==> src/rtl/vsb_pkg.sv <==
// shared constants, types and helpers for the vertex skinning blend block
package vsb_pkg;

  // palette geometry
  localparam int MAX_JOINTS      = 64;
  localparam int MAX_INFLUENCES  = 4;
  localparam int COLS            = 3;
  localparam int ROWS            = 4;
  localparam int WORDS_PER_JOINT = ROWS * COLS;
  localparam int ROW_TRANS       = ROWS - 1;
  localparam int PAL_DEPTH       = MAX_JOINTS * WORDS_PER_JOINT;
  localparam int PAL_AW          = $clog2(PAL_DEPTH);
  localparam int WORD_W          = $clog2(WORDS_PER_JOINT);
  localparam int INF_CNT_W       = $clog2(MAX_INFLUENCES + 1);

  // item field widths
  localparam int JOINT_W  = 7;
  localparam int COORD_W  = 32;
  localparam int WEIGHT_W = 16;

  localparam logic [JOINT_W-1:0] JOINT_UNUSED = '1;

  // datapath widths
  localparam int MUL_W  = COORD_W + 1;
  localparam int PROD_W = 2 * MUL_W;
  localparam int ACC_W  = 48;
  localparam int T_W    = ACC_W + 2;
  localparam int WP_W   = 64;

  localparam logic signed [ACC_W-1:0] ACC_MAX = {1'b0, {(ACC_W-1){1'b1}}};
  localparam logic signed [ACC_W-1:0] ACC_MIN = {1'b1, {(ACC_W-1){1'b0}}};
  localparam logic signed [COORD_W-1:0] OUT_MAX = {1'b0, {(COORD_W-1){1'b1}}};
  localparam logic signed [COORD_W-1:0] OUT_MIN = {1'b1, {(COORD_W-1){1'b0}}};

  // sequencer schedule: the coordinate schedules are staggered and overlapped
  localparam int COORDS       = 3;
  localparam int ACC_IDX_W    = $clog2(COORDS);
  localparam int COORD_PERIOD = 7;
  localparam int COORD_PHASES = 11;
  localparam int STEP_LAST    = (COORDS - 1) * COORD_PERIOD + COORD_PHASES - 1;
  localparam int STEP_W       = $clog2(STEP_LAST + 1);

  // operand choice of the shared multiplier
  typedef enum logic [2:0] {
    MUL_NONE,
    MUL_V0,
    MUL_V1,
    MUL_V2,
    MUL_TH,
    MUL_TL
  } mul_sel_e;

  // per-step datapath controls from the sequencer
  typedef struct packed {
    logic [WORD_W-1:0]    rd_idx;
    logic                 t_init;
    logic                 t_add;
    mul_sel_e             mul_sel;
    logic                 t_clamp;
    logic                 wph_ld;
    logic                 wp_ld;
    logic                 acc_ld;
    logic [ACC_IDX_W-1:0] acc_idx;
  } seq_ctrl_t;

  // sequencer status
  typedef struct packed {
    logic busy;
    logic done;
  } seq_stat_t;

  // palette word address of a joint and a matrix word
  function automatic logic [PAL_AW-1:0] pal_addr(logic [JOINT_W-2:0] j,
                                                 logic [WORD_W-1:0] e);
    return PAL_AW'(int'(j) * WORDS_PER_JOINT + int'(e));
  endfunction

endpackage

==> src/rtl/vsb_mul.sv <==
// shared signed multiplier with a registered product
module vsb_mul (
  input  logic                             clk_i,
  input  logic                             en_i,
  input  logic signed [vsb_pkg::MUL_W-1:0] a_i,
  input  logic signed [vsb_pkg::MUL_W-1:0] b_i,
  output logic signed [vsb_pkg::PROD_W-1:0] prod_o
);

  logic signed [vsb_pkg::PROD_W-1:0] prod_q;

  // one product per enabled cycle
  always_ff @(posedge clk_i) begin
    if (en_i) begin
      prod_q <= a_i * b_i;
    end
  end

  assign prod_o = prod_q;

endmodule

==> config.mk <==
export PLATFORM = sky130hd
export DESIGN_NAME = vsb_mul
export DESIGN_NICKNAME = d
export VERILOG_FILES = /design/src/rtl/vsb_pkg.sv /design/src/rtl/vsb_mul.sv
export SDC_FILE = /design/constraint.sdc
export NUM_CORES = 2
export LEC_CHECK = 0
export ABC_AREA = 1
export BUFFER_PORTS_ARGS = -buffer_cell sky130_fd_sc_hd__buf_4
export CELL_PAD_IN_SITES_DETAIL_PLACEMENT = 1
export CELL_PAD_IN_SITES_GLOBAL_PLACEMENT = 1
export CORE_AREA = 5 5 286 357
export CTS_BUF_LIST = sky130_fd_sc_hd__clkbuf_16
export DETAILED_ROUTE_END_ITERATION = 8
export DIE_AREA = 0 0 291 362
export GPL_ROUTABILITY_DRIVEN = 0
export PLACE_DENSITY_LB_ADDON = 0.15
export REMOVE_ABC_BUFFERS = 1
export SLEW_MARGIN = 15
export SYNTH_ARGS = -nofsm -noshare
export SYNTH_HDL_FRONTEND = slang
export SYNTH_SLANG_ARGS = --single-unit
==> constraint.sdc <==
create_clock -name clk_i -period 6.92 [get_ports clk_i]
set_input_delay 0.692 -clock clk_i [delete_from_list [all_inputs] [get_ports clk_i]]
set_output_delay 0.692 -clock clk_i [all_outputs]
set_load 0.01 [all_outputs]
==> qor.csv <==
stage;metric;value;unit
status;status;complete, but fails checks;
status;violations;setup timing;
grt;busiest_layer;met2;
die;fp.dieW;291;um
worst_setup_path;max_stage_delay;0.58;ns
min_path;whs_path_depth;5;
drt;routedWlPerCell;20.8;um
grt;use_met3;2.12;%
worst_setup_path;endpoint_kind;register;
cells_and_area;largest_reg_flops;66;
place;dp_hpwl;130;mm
place;dp_slack;-0.686;ns
worst_setup_path;crit_type;in -> reg;
sta;fmax;144;MHz
cells_and_area;mostFrequentLayoutCell;inv_1;
worst_setup_path;path_buf_inv;11;
die;io_pins;134;
cells_and_area;drive_above_1_share;20.6;%
grt;track_usage;28.5;%
sta;worstMarginPinSlew;1.04;ns
logic_synthesis;synthCells;5543;
grt;grt_use_met2;55.5;%
min_path;min_from;b_i[0];
cells_and_area;area_growth_syn_to_layout;21.8;%
place;placed_area;49600;um2
grt;grt_max_degree;67;
worst_setup_path;crit_family;adder cells;
clock_network;cts_tree;built;
min_path;worstHoldPathType;in -> reg;
logic_synthesis;syn_area_per_cell;7.91;um2
cells_and_area;nNetsFinal;7396;
drt;routed_wl;152;mm
drt;antenna_left;0;
drt;vias;35800;
logic_synthesis;syn_area;43800;um2
worst_setup_path;cp-start-kind;primary input;
place;portBuffers;133;
sta;report.final.slew_viol_count;0;
sta;finalWorstSetupSlack;-0.00326;ns
sta;fin_crit_sh;100;%
sta;final-setup-viol-count;1;
clock_network;cts_root_buffer;clkbuf_16;
cells_and_area;fin_area;53400;um2
sta;grt_setup_unrepaired;yes;
clock_network;clk_pin_slew;0.06;ns
drt;dr.pass1.iters;5;
grt;grt_pass1_vias;41600;
cells_and_area;stdcell_count;7284;
drt;drt_iter0_drc;1649;
drt;via_per_inst;4.91;
grt;grt-ovfl-total;0;
logic_synthesis;synth.distinct_cells;35;
logic_synthesis;synth_seq_cells;66;
flow_run;maxCapViolations;0;
sta;period_needed;6.92;ns
grt;antenna_found_initial;4;
die;start_util;44.5;%
worst_setup_path;crit_required;7.02;ns
worst_setup_path;slowest_stage;fa_1;
cells_and_area;final_core_util;54.2;%
clock_network;cts_inserted_buffers;9;
die;core-area;98500;um2
drt;drc;0;
die;die_h;362;um
worst_setup_path;cp_max_fo;4;
grt;grt_pass1_wl;233;mm
die;die-area;105000;um2
clock_network;clk_path_buf_depth;2;
logic_synthesis;yosys_warnings;0;
clock_network;h-tree-depth;3;
cells_and_area;final_cell_mix;1,811 x inv_1, 1,360 x nand2_1, 1,098 x fa_1;
place;place_inst;7217;
worst_setup_path;crit_arrival;7.02;ns
die;rows;129;
clock_network;cts_hold_buf;0;
min_path;hold-path-endpoint;prod_o[0]$_DFFE_PP_;
sta;relSlewSlack;30.8;%
sta;hold_viol_final;0;
grt;grtUsageMet1;33.3;%
logic_synthesis;yosysSeqAreaShare;4.52;%
clock_network;cts_sinks;66;
## Yosys cell counts, drive strengths merged
cell type	number	area share, %
a21boi	1	0.017
nor3	8	0.10
nand4	19	0.27
o21a	1	0.017
edfxtp	66	4.5
nand3	78	0.98
xor2	37	0.74
xnor2	4	0.080
nand3b	3	0.051
a21oi	65	0.78
nor4	5	0.086
or2	6	0.086
ha	217	6.2
o21bai	14	0.24
nand2	1534	13
a21o	2	0.034
fa	1145	52
inv	1895	16
o21ai	23	0.27
and2	3	0.043
buf	1	0.0086
nor2	154	1.5
clkbuf	262	2.2
## stage by stage
stage / hold slack [ns] / setup TNS (ns)
finish: 1.00 / -0.00326
global route: 1.02 / -2.44
global placement: 1.10 / -22.69
floorplan: 0.804 / -2.61
CTS: 1.06 / -0.00637
detailed placement: 1.10 / -26.84
## worst min-delay path, stage by stage
cell and delay, ns:
buf_12 0.13, buf_8 0.13, buf_4 0.17, nand2_1 0.06, inv_1 0.05
## cells by family (layout without fill, tap and decap cells)
group / Yosys count / in the layout / synth area share [%]
compound gates: 106 / 106 / 1.36
buf+inv: 2158 / 2586 / 18.5
other cells: 0 / 3 / 0
fa+ha+maj: 1362 / 1362 / 58.5
flops: 66 / 66 / 4.52
xor+xnor: 41 / 41 / 0.819
simple gates: 1810 / 1810 / 16.3
## worst max path at each step
stage | from | end | cells past startpoint
final | b_i[20] | prod_o[52]$_DFFE_PP_ | 29
after global routing | b_i[12] | prod_o[54]$_DFFE_PP_ | 31
after CTS | a_i[21] | prod_o[41]$_DFFE_PP_ | 27
after detailed placement | a_i[32] | prod_o[57]$_DFFE_PP_ | 25
after global placement | b_i[0] | prod_o[35]$_DFFE_PP_ | 27
after floorplan | b_i[0] | prod_o[60]$_DFFE_PP_ | 21
## timing repair
item | CTS | global route
cloned | 2 | 1
resized for setup | 185 | 629
pin swaps | 39 | 240
setup endpoints to repair | 46 | 46
buffers inserted | 11 | 35
## layer usage
layer	share of wire, %	wire length (um)	vias up
met2	55	83600	750
met1	37	56500	18800
met3	3.4	5230	264
met4	4.3	6490	0
met5	0	0	-
li1	-	-	15900
## cell type report
type / count / area (um2)
Tap cell: 1310 / 1640
Fill cell: 11800 / 45100
Antenna cell: 3 / 7.51
Timing Repair Buffer: 675 / 6230
Clock inverter: 7 / 141
Sequential cell: 66 / 1980
Inverter: 1895 / 7140
Clock buffer: 9 / 225
Multi-Input combinational cell: 3319 / 36000
Power is left out: the tool's default activity adds up to more than one toggle a clock period on the data nets, which glitch-free logic cannot reach.
