`src/rtl/vsb_pkg.sv`:
```
// shared constants, types and helpers for the vertex skinning blend block
package vsb_pkg;

  // palette geometry
  localparam int MAX_JOINTS      = 64;
  localparam int MAX_INFLUENCES  = 4;
  localparam int COLS            = 3;
  localparam int ROWS            = 4;
  localparam int WORDS_PER_JOINT = ROWS * COLS;
  localparam int ROW_TRANS       = ROWS - 1;
  localparam int PAL_DEPTH       = MAX_JOINTS * WORDS_PER_JOINT;
  localparam int PAL_AW          = $clog2(PAL_DEPTH);
  localparam int WORD_W          = $clog2(WORDS_PER_JOINT);
  localparam int INF_CNT_W       = $clog2(MAX_INFLUENCES + 1);

  // item field widths
  localparam int JOINT_W  = 7;
  localparam int COORD_W  = 32;
  localparam int WEIGHT_W = 16;

  localparam logic [JOINT_W-1:0] JOINT_UNUSED = '1;

  // datapath widths
  localparam int MUL_W  = COORD_W + 1;
  localparam int PROD_W = 2 * MUL_W;
  localparam int ACC_W  = 48;
  localparam int T_W    = ACC_W + 2;
  localparam int WP_W   = 64;

  localparam logic signed [ACC_W-1:0] ACC_MAX = {1'b0, {(ACC_W-1){1'b1}}};
  localparam logic signed [ACC_W-1:0] ACC_MIN = {1'b1, {(ACC_W-1){1'b0}}};
  localparam logic signed [COORD_W-1:0] OUT_MAX = {1'b0, {(COORD_W-1){1'b1}}};
  localparam logic signed [COORD_W-1:0] OUT_MIN = {1'b1, {(COORD_W-1){1'b0}}};

  // sequencer schedule: the coordinate schedules are staggered and overlapped
  localparam int COORDS       = 3;
  localparam int ACC_IDX_W    = $clog2(COORDS);
  localparam int COORD_PERIOD = 7;
  localparam int COORD_PHASES = 11;
  localparam int STEP_LAST    = (COORDS - 1) * COORD_PERIOD + COORD_PHASES - 1;
  localparam int STEP_W       = $clog2(STEP_LAST + 1);

  // operand choice of the shared multiplier
  typedef enum logic [2:0] {
    MUL_NONE,
    MUL_V0,
    MUL_V1,
    MUL_V2,
    MUL_TH,
    MUL_TL
  } mul_sel_e;

  // per-step datapath controls from the sequencer
  typedef struct packed {
    logic [WORD_W-1:0]    rd_idx;
    logic                 t_init;
    logic                 t_add;
    mul_sel_e             mul_sel;
    logic                 t_clamp;
    logic                 wph_ld;
    logic                 wp_ld;
    logic                 acc_ld;
    logic [ACC_IDX_W-1:0] acc_idx;
  } seq_ctrl_t;

  // sequencer status
  typedef struct packed {
    logic busy;
    logic done;
  } seq_stat_t;

  // palette word address of a joint and a matrix word
  function automatic logic [PAL_AW-1:0] pal_addr(logic [JOINT_W-2:0] j,
                                                 logic [WORD_W-1:0] e);
    return PAL_AW'(int'(j) * WORDS_PER_JOINT + int'(e));
  endfunction

endpackage

```
`src/rtl/vsb_seq.sv`:
```
// step sequencer that schedules palette reads and multiplier use per influence
module vsb_seq (
  input  logic                clk_i,
  input  logic                rst_ni,
  input  logic                start_i,
  output vsb_pkg::seq_ctrl_t  ctrl_o,
  output vsb_pkg::seq_stat_t  stat_o
);

  // phases of one coordinate, relative to its first step
  localparam int PH_RD_TRANS = 0;
  localparam int PH_RD_R0    = 1;
  localparam int PH_MUL_V0   = 2;
  localparam int PH_MUL_V1   = 3;
  localparam int PH_MUL_V2   = 4;
  localparam int PH_ADD_LAST = 5;
  localparam int PH_CLAMP    = 6;
  localparam int PH_MUL_TH   = 7;
  localparam int PH_MUL_TL   = 8;
  localparam int PH_WP       = 9;
  localparam int PH_ACC      = 10;

  logic                       busy_q;
  logic [vsb_pkg::STEP_W-1:0] step_q;
  logic                       last_step;
  vsb_pkg::seq_ctrl_t         ctrl;

  assign last_step = (step_q == vsb_pkg::STEP_W'(vsb_pkg::STEP_LAST));

  // step counter
  always_ff @(posedge clk_i or negedge rst_ni) begin
    if (!rst_ni) begin
      busy_q <= 1'b0;
      step_q <= '0;
    end else if (start_i) begin
      busy_q <= 1'b1;
      step_q <= '0;
    end else if (busy_q) begin
      if (last_step) begin
        busy_q <= 1'b0;
      end else begin
        step_q <= step_q + 1'b1;
      end
    end
  end

  // decode the overlapped coordinate schedules
  always_comb begin
    int ph;
    ctrl = '0;
    ph   = 0;
    if (busy_q) begin
      for (int c = 0; c < vsb_pkg::COORDS; c++) begin
        ph = int'(step_q) - c * vsb_pkg::COORD_PERIOD;
        unique case (ph)
          PH_RD_TRANS: begin
            ctrl.rd_idx = vsb_pkg::WORD_W'(vsb_pkg::ROW_TRANS * vsb_pkg::COLS + c);
          end
          PH_RD_R0: begin
            ctrl.rd_idx = vsb_pkg::WORD_W'(c);
            ctrl.t_init = 1'b1;
          end
          PH_MUL_V0: begin
            ctrl.rd_idx  = vsb_pkg::WORD_W'(vsb_pkg::COLS + c);
            ctrl.mul_sel = vsb_pkg::MUL_V0;
          end
          PH_MUL_V1: begin
            ctrl.rd_idx  = vsb_pkg::WORD_W'(2 * vsb_pkg::COLS + c);
            ctrl.mul_sel = vsb_pkg::MUL_V1;
            ctrl.t_add   = 1'b1;
          end
          PH_MUL_V2: begin
            ctrl.mul_sel = vsb_pkg::MUL_V2;
            ctrl.t_add   = 1'b1;
          end
          PH_ADD_LAST: begin
            ctrl.t_add = 1'b1;
          end
          PH_CLAMP: begin
            ctrl.t_clamp = 1'b1;
          end
          PH_MUL_TH: begin
            ctrl.mul_sel = vsb_pkg::MUL_TH;
          end
          PH_MUL_TL: begin
            ctrl.mul_sel = vsb_pkg::MUL_TL;
            ctrl.wph_ld  = 1'b1;
          end
          PH_WP: begin
            ctrl.wp_ld = 1'b1;
          end
          PH_ACC: begin
            ctrl.acc_ld  = 1'b1;
            ctrl.acc_idx = vsb_pkg::ACC_IDX_W'(c);
          end
          default: begin
          end
        endcase
      end
    end
  end

  assign ctrl_o      = ctrl;
  assign stat_o.busy = busy_q;
  assign stat_o.done = busy_q && last_step;

endmodule

```
`config.mk`:
```
export PLATFORM = sky130hd
export DESIGN_NAME = vsb_seq
export DESIGN_NICKNAME = d
export VERILOG_FILES = /design/src/rtl/vsb_pkg.sv /design/src/rtl/vsb_seq.sv
export SDC_FILE = /design/constraint.sdc
export NUM_CORES = 1
export LEC_CHECK = 0
export BUFFER_PORTS_ARGS = -buffer_cell sky130_fd_sc_hd__clkbuf_2
export CAP_MARGIN = 20
export CELL_PAD_IN_SITES_DETAIL_PLACEMENT = 0
export CELL_PAD_IN_SITES_GLOBAL_PLACEMENT = 1
export CORE_MARGIN = 2
export CORE_UTILIZATION = 36
export DETAILED_ROUTE_END_ITERATION = 10
export PLACE_DENSITY = 0.74
export SLEW_MARGIN = 20
export SYNTH_ARGS = -nofsm -noshare
export SYNTH_HDL_FRONTEND = slang
export SYNTH_SLANG_ARGS = --single-unit
```
`constraint.sdc`:
```
create_clock -name clk_i -period 2.2 [get_ports clk_i]
set_clock_uncertainty 0.05 [all_clocks]
set_input_delay 0.44 -clock clk_i [delete_from_list [all_inputs] [get_ports clk_i]]
set_output_delay 0.44 -clock clk_i [all_outputs]
set_load 0.01 [all_outputs]
```
==> impl_metrics.yaml <==
grt:
  grt_pass1_wl_um: 8550
  grt_max_degree: 19
  gr-total-overflow: 0
  grt_pass1_vias: 1774
  antenna_found_initial: 0
  grtUsageTotal_pct: 25.5
synth:
  async_flop_share_pct: 100
  synth-seq-cells: 6
  syn_nets: 201
  synth.distinct_cells: 60
  synth_edf_count: 0
  dominantRegCellSynth: "dfrtp_1"
  yosys_warnings: 0
  synthCells: 193
  ys_seq_area_share_pct: 11.1
  synth_area_um2: 1360
  syn_area_per_cell_um2: 7.03
power:
  clock_power_share_pct: 27.0
  swShare_pct: 38.8
  ir_worst_vdd_uv: 206
  leakage_nw: 0.958
  intPower_uw: 431
  combPwrFrac_pct: 55.4
  switchingPower_uw: 274
  power.density_nw_per_um2: 322
  seqPwrFrac_pct: 17.6
worst_setup_path:
  arrival_ns: 2.17
  endpoint_kind: "primary output"
  start_kind: "flop"
  path_max_fanout: 6
  cp.required_ns: 1.71
  criticalPathCategory: "flop to primary output"
layout:
  area_growth_pct: 61.3
  fin_cells: 308
  final_nets: 269
  layout_commonest_cell: "buf_4"
  drive_above_1_share_pct: 53.5
  diodes: 0
  layout_common_cells: "55 x buf_4, 17 x nand2_1, 17 x nor2_1"
  final_util_pct: 60.2
  num-fill-cells: 328
clock_network:
  htreeDepth: 1
  numCtsBuffers: 3
  cts-root-buf: "clkbuf_8"
  clkSinkCount: 6
  cts_tree: "built"
  cts.path.max_buffers: 2
  worstSkewPairLatency_ns: 0.23
  clkTransAtPathRegs_ns: 0.04
status:
  failed_checks: "negative setup slack"
  status: "finished, violations left"
floorplanning:
  die-area_um2: 4270
  ios: 20
  core_area_um2: 3630
  initial_utilization_pct: 37.3
  std_cell_rows: 22
  die_w_um: 65.4
  die_h_um: 65.4
sta:
  final_max_slew_viol_count: 0
  tns_ns: -5.86
  worst_pin_slew_ns: 0.349
  worst_slack_ns: -0.460
  fmax_mhz: 376
  relSlewSlack_pct: 76.6
  finalSetupViolations: 15
  finalCritPeriodShare_pct: 121
  fin_crit_ns: 2.66
  hold_viol: 0
  grt_setup_unrepaired: "yes"
drt:
  antenna_left: 0
  viasPerCell: 6.19
  vias: 1908
  wire_per_inst_um: 18.3
  dr.pass1.iters: 5
  drtIter0Drc: 207
  wl_um: 5630
  drc: 0
job:
  max_cap_violations: 0
placed_design:
  port-buffer-count: 19
  gp_congestion: 0.995
  place_inst: 295
  dp_hpwl_um: 3700
hold_path:
  min_path_type: "input pin to flop"
## routing by layer
metal	vias up	track usage (%)	share of wire (%)	routed length (µm)
met4	0	9.38	3.2	178
met3	22	2.40	7.1	402
met1	915	32.7	39	2220
met5	-	0	0	0
li1	855	-	-	-
met2	116	44.3	50	2830
## logic make-up (layout without fill, tap and decap cells)
group | count (synthesis) | after routing | synth area share [%]
DFF | 6 | 6 | 11.1
and+or+nand+nor | 79 | 79 | 31.2
buffers and inverters | 25 | 92 | 9.13
xor gates and xnor gates | 4 | 4 | 2.58
AOI/OAI and AO/OA | 66 | 66 | 34.7
adders and majority gates | 7 | 7 | 6.09
muxes | 6 | 6 | 5.26
## final cells by class
| cell class | instances | area, µm² | share of cell area [%] |
|---|---|---|---|
| Multi-Input combinational cell | 162 | 1310 | 59.9 |
| Timing Repair Buffer | 81 | 592 | 27.0 |
| Sequential cell | 6 | 153 | 6.98 |
| Tap cell | 48 | 60.1 | 2.74 |
| Clock buffer | 4 | 45.0 | 2.06 |
| Inverter | 7 | 28.8 | 1.32 |
## power by group through the flow
stage | combinational [mW] | clock (mW) | sequential, mW
3_5_place_dp | 0.313 | 0 | 0.124
5_1_grt | 0.414 | 0.201 | 0.125
4_1_cts | 0.355 | 0.188 | 0.123
2_1_floorplan | 0.175 | 0 | 0.124
6_report | 0.391 | 0.190 | 0.124
3_3_place_gp | 0.311 | 0 | 0.123
## final timing paths
check,slack (ns),depth (start not counted),to,start
worst min register to register,0.71,3,step_q[1],step_q[1]
worst max-delay path,-0.46,9,ctrl_o[6],step_q[1]
worst max register to register,0.32,9,step_q[1],step_q[2]
min in group asynchronous,0.58,2,step_q[0],rst_ni
max in group asynchronous,1.34,2,step_q[1],rst_ni
worst min-delay path,0.39,2,step_q[2],start_i
## state kept, by name, summed over array words and instances, names as in the netlist
register / cells
busy_q: 1
step_q: 5
## Yosys cell counts, drive strengths merged (3+ instances only)
| library cell | instances | area [µm²] |
|---|---|---|
| or2 | 3 | 18.8 |
| nor3 | 8 | 40.0 |
| nor2 | 20 | 75.1 |
| a31oi | 3 | 18.8 |
| mux2 | 3 | 41.3 |
| nor2b | 3 | 18.8 |
| o22ai | 4 | 25.0 |
| nand3b | 4 | 30.0 |
| o31ai | 5 | 37.5 |
| clkbuf | 8 | 30.0 |
| nand2b | 4 | 32.5 |
| o31a | 6 | 53.8 |
| inv | 6 | 22.5 |
| nand2 | 22 | 92.6 |
| ha | 5 | 62.6 |
| o21ai | 10 | 50.0 |
| a21oi | 12 | 60.1 |
| buf | 10 | 67.6 |
| dfrtp | 6 | 150 |
| mux2i | 3 | 30.0 |
| a211oi | 3 | 22.5 |
## critical path: stages (launching register included)
cell and delay (ns):
dfrtp_2 0.43, buf_6 0.13, ha_4 0.18, and4b_2 0.28, buf_4 0.15, a21oi_4 0.14, buf_4 0.13, o31ai_1 0.07
o31a_1 0.30, clkbuf_2 0.12
## per-stage QoR
stage	hold slack, ns	power, mW	instance area, µm²	setup WS, ns
after global placement	0.216	0.434	1820	-0.273
after CTS	0.391	0.665	2030	-0.416
after floorplan	0.0944	0.300	1380	-0.0556
final	0.391	0.705	2190	-0.460
after detailed placement	0.223	0.436	1820	-0.279
after global routing	0.402	0.740	2190	-0.510
## repair_timing
| item | 4_1_cts | 5_1_grt |
|---|---|---|
| setup endpoints to repair | 16 | 16 |
| pin swaps | 17 | 16 |
| setup buffers | 1 | 7 |
| hold endpoints to repair | 6 | 0 |
| gates resized for setup | 35 | 38 |
| hold buffers | 1 | 0 |
Note: power is estimated with default switching activity, not from simulation.
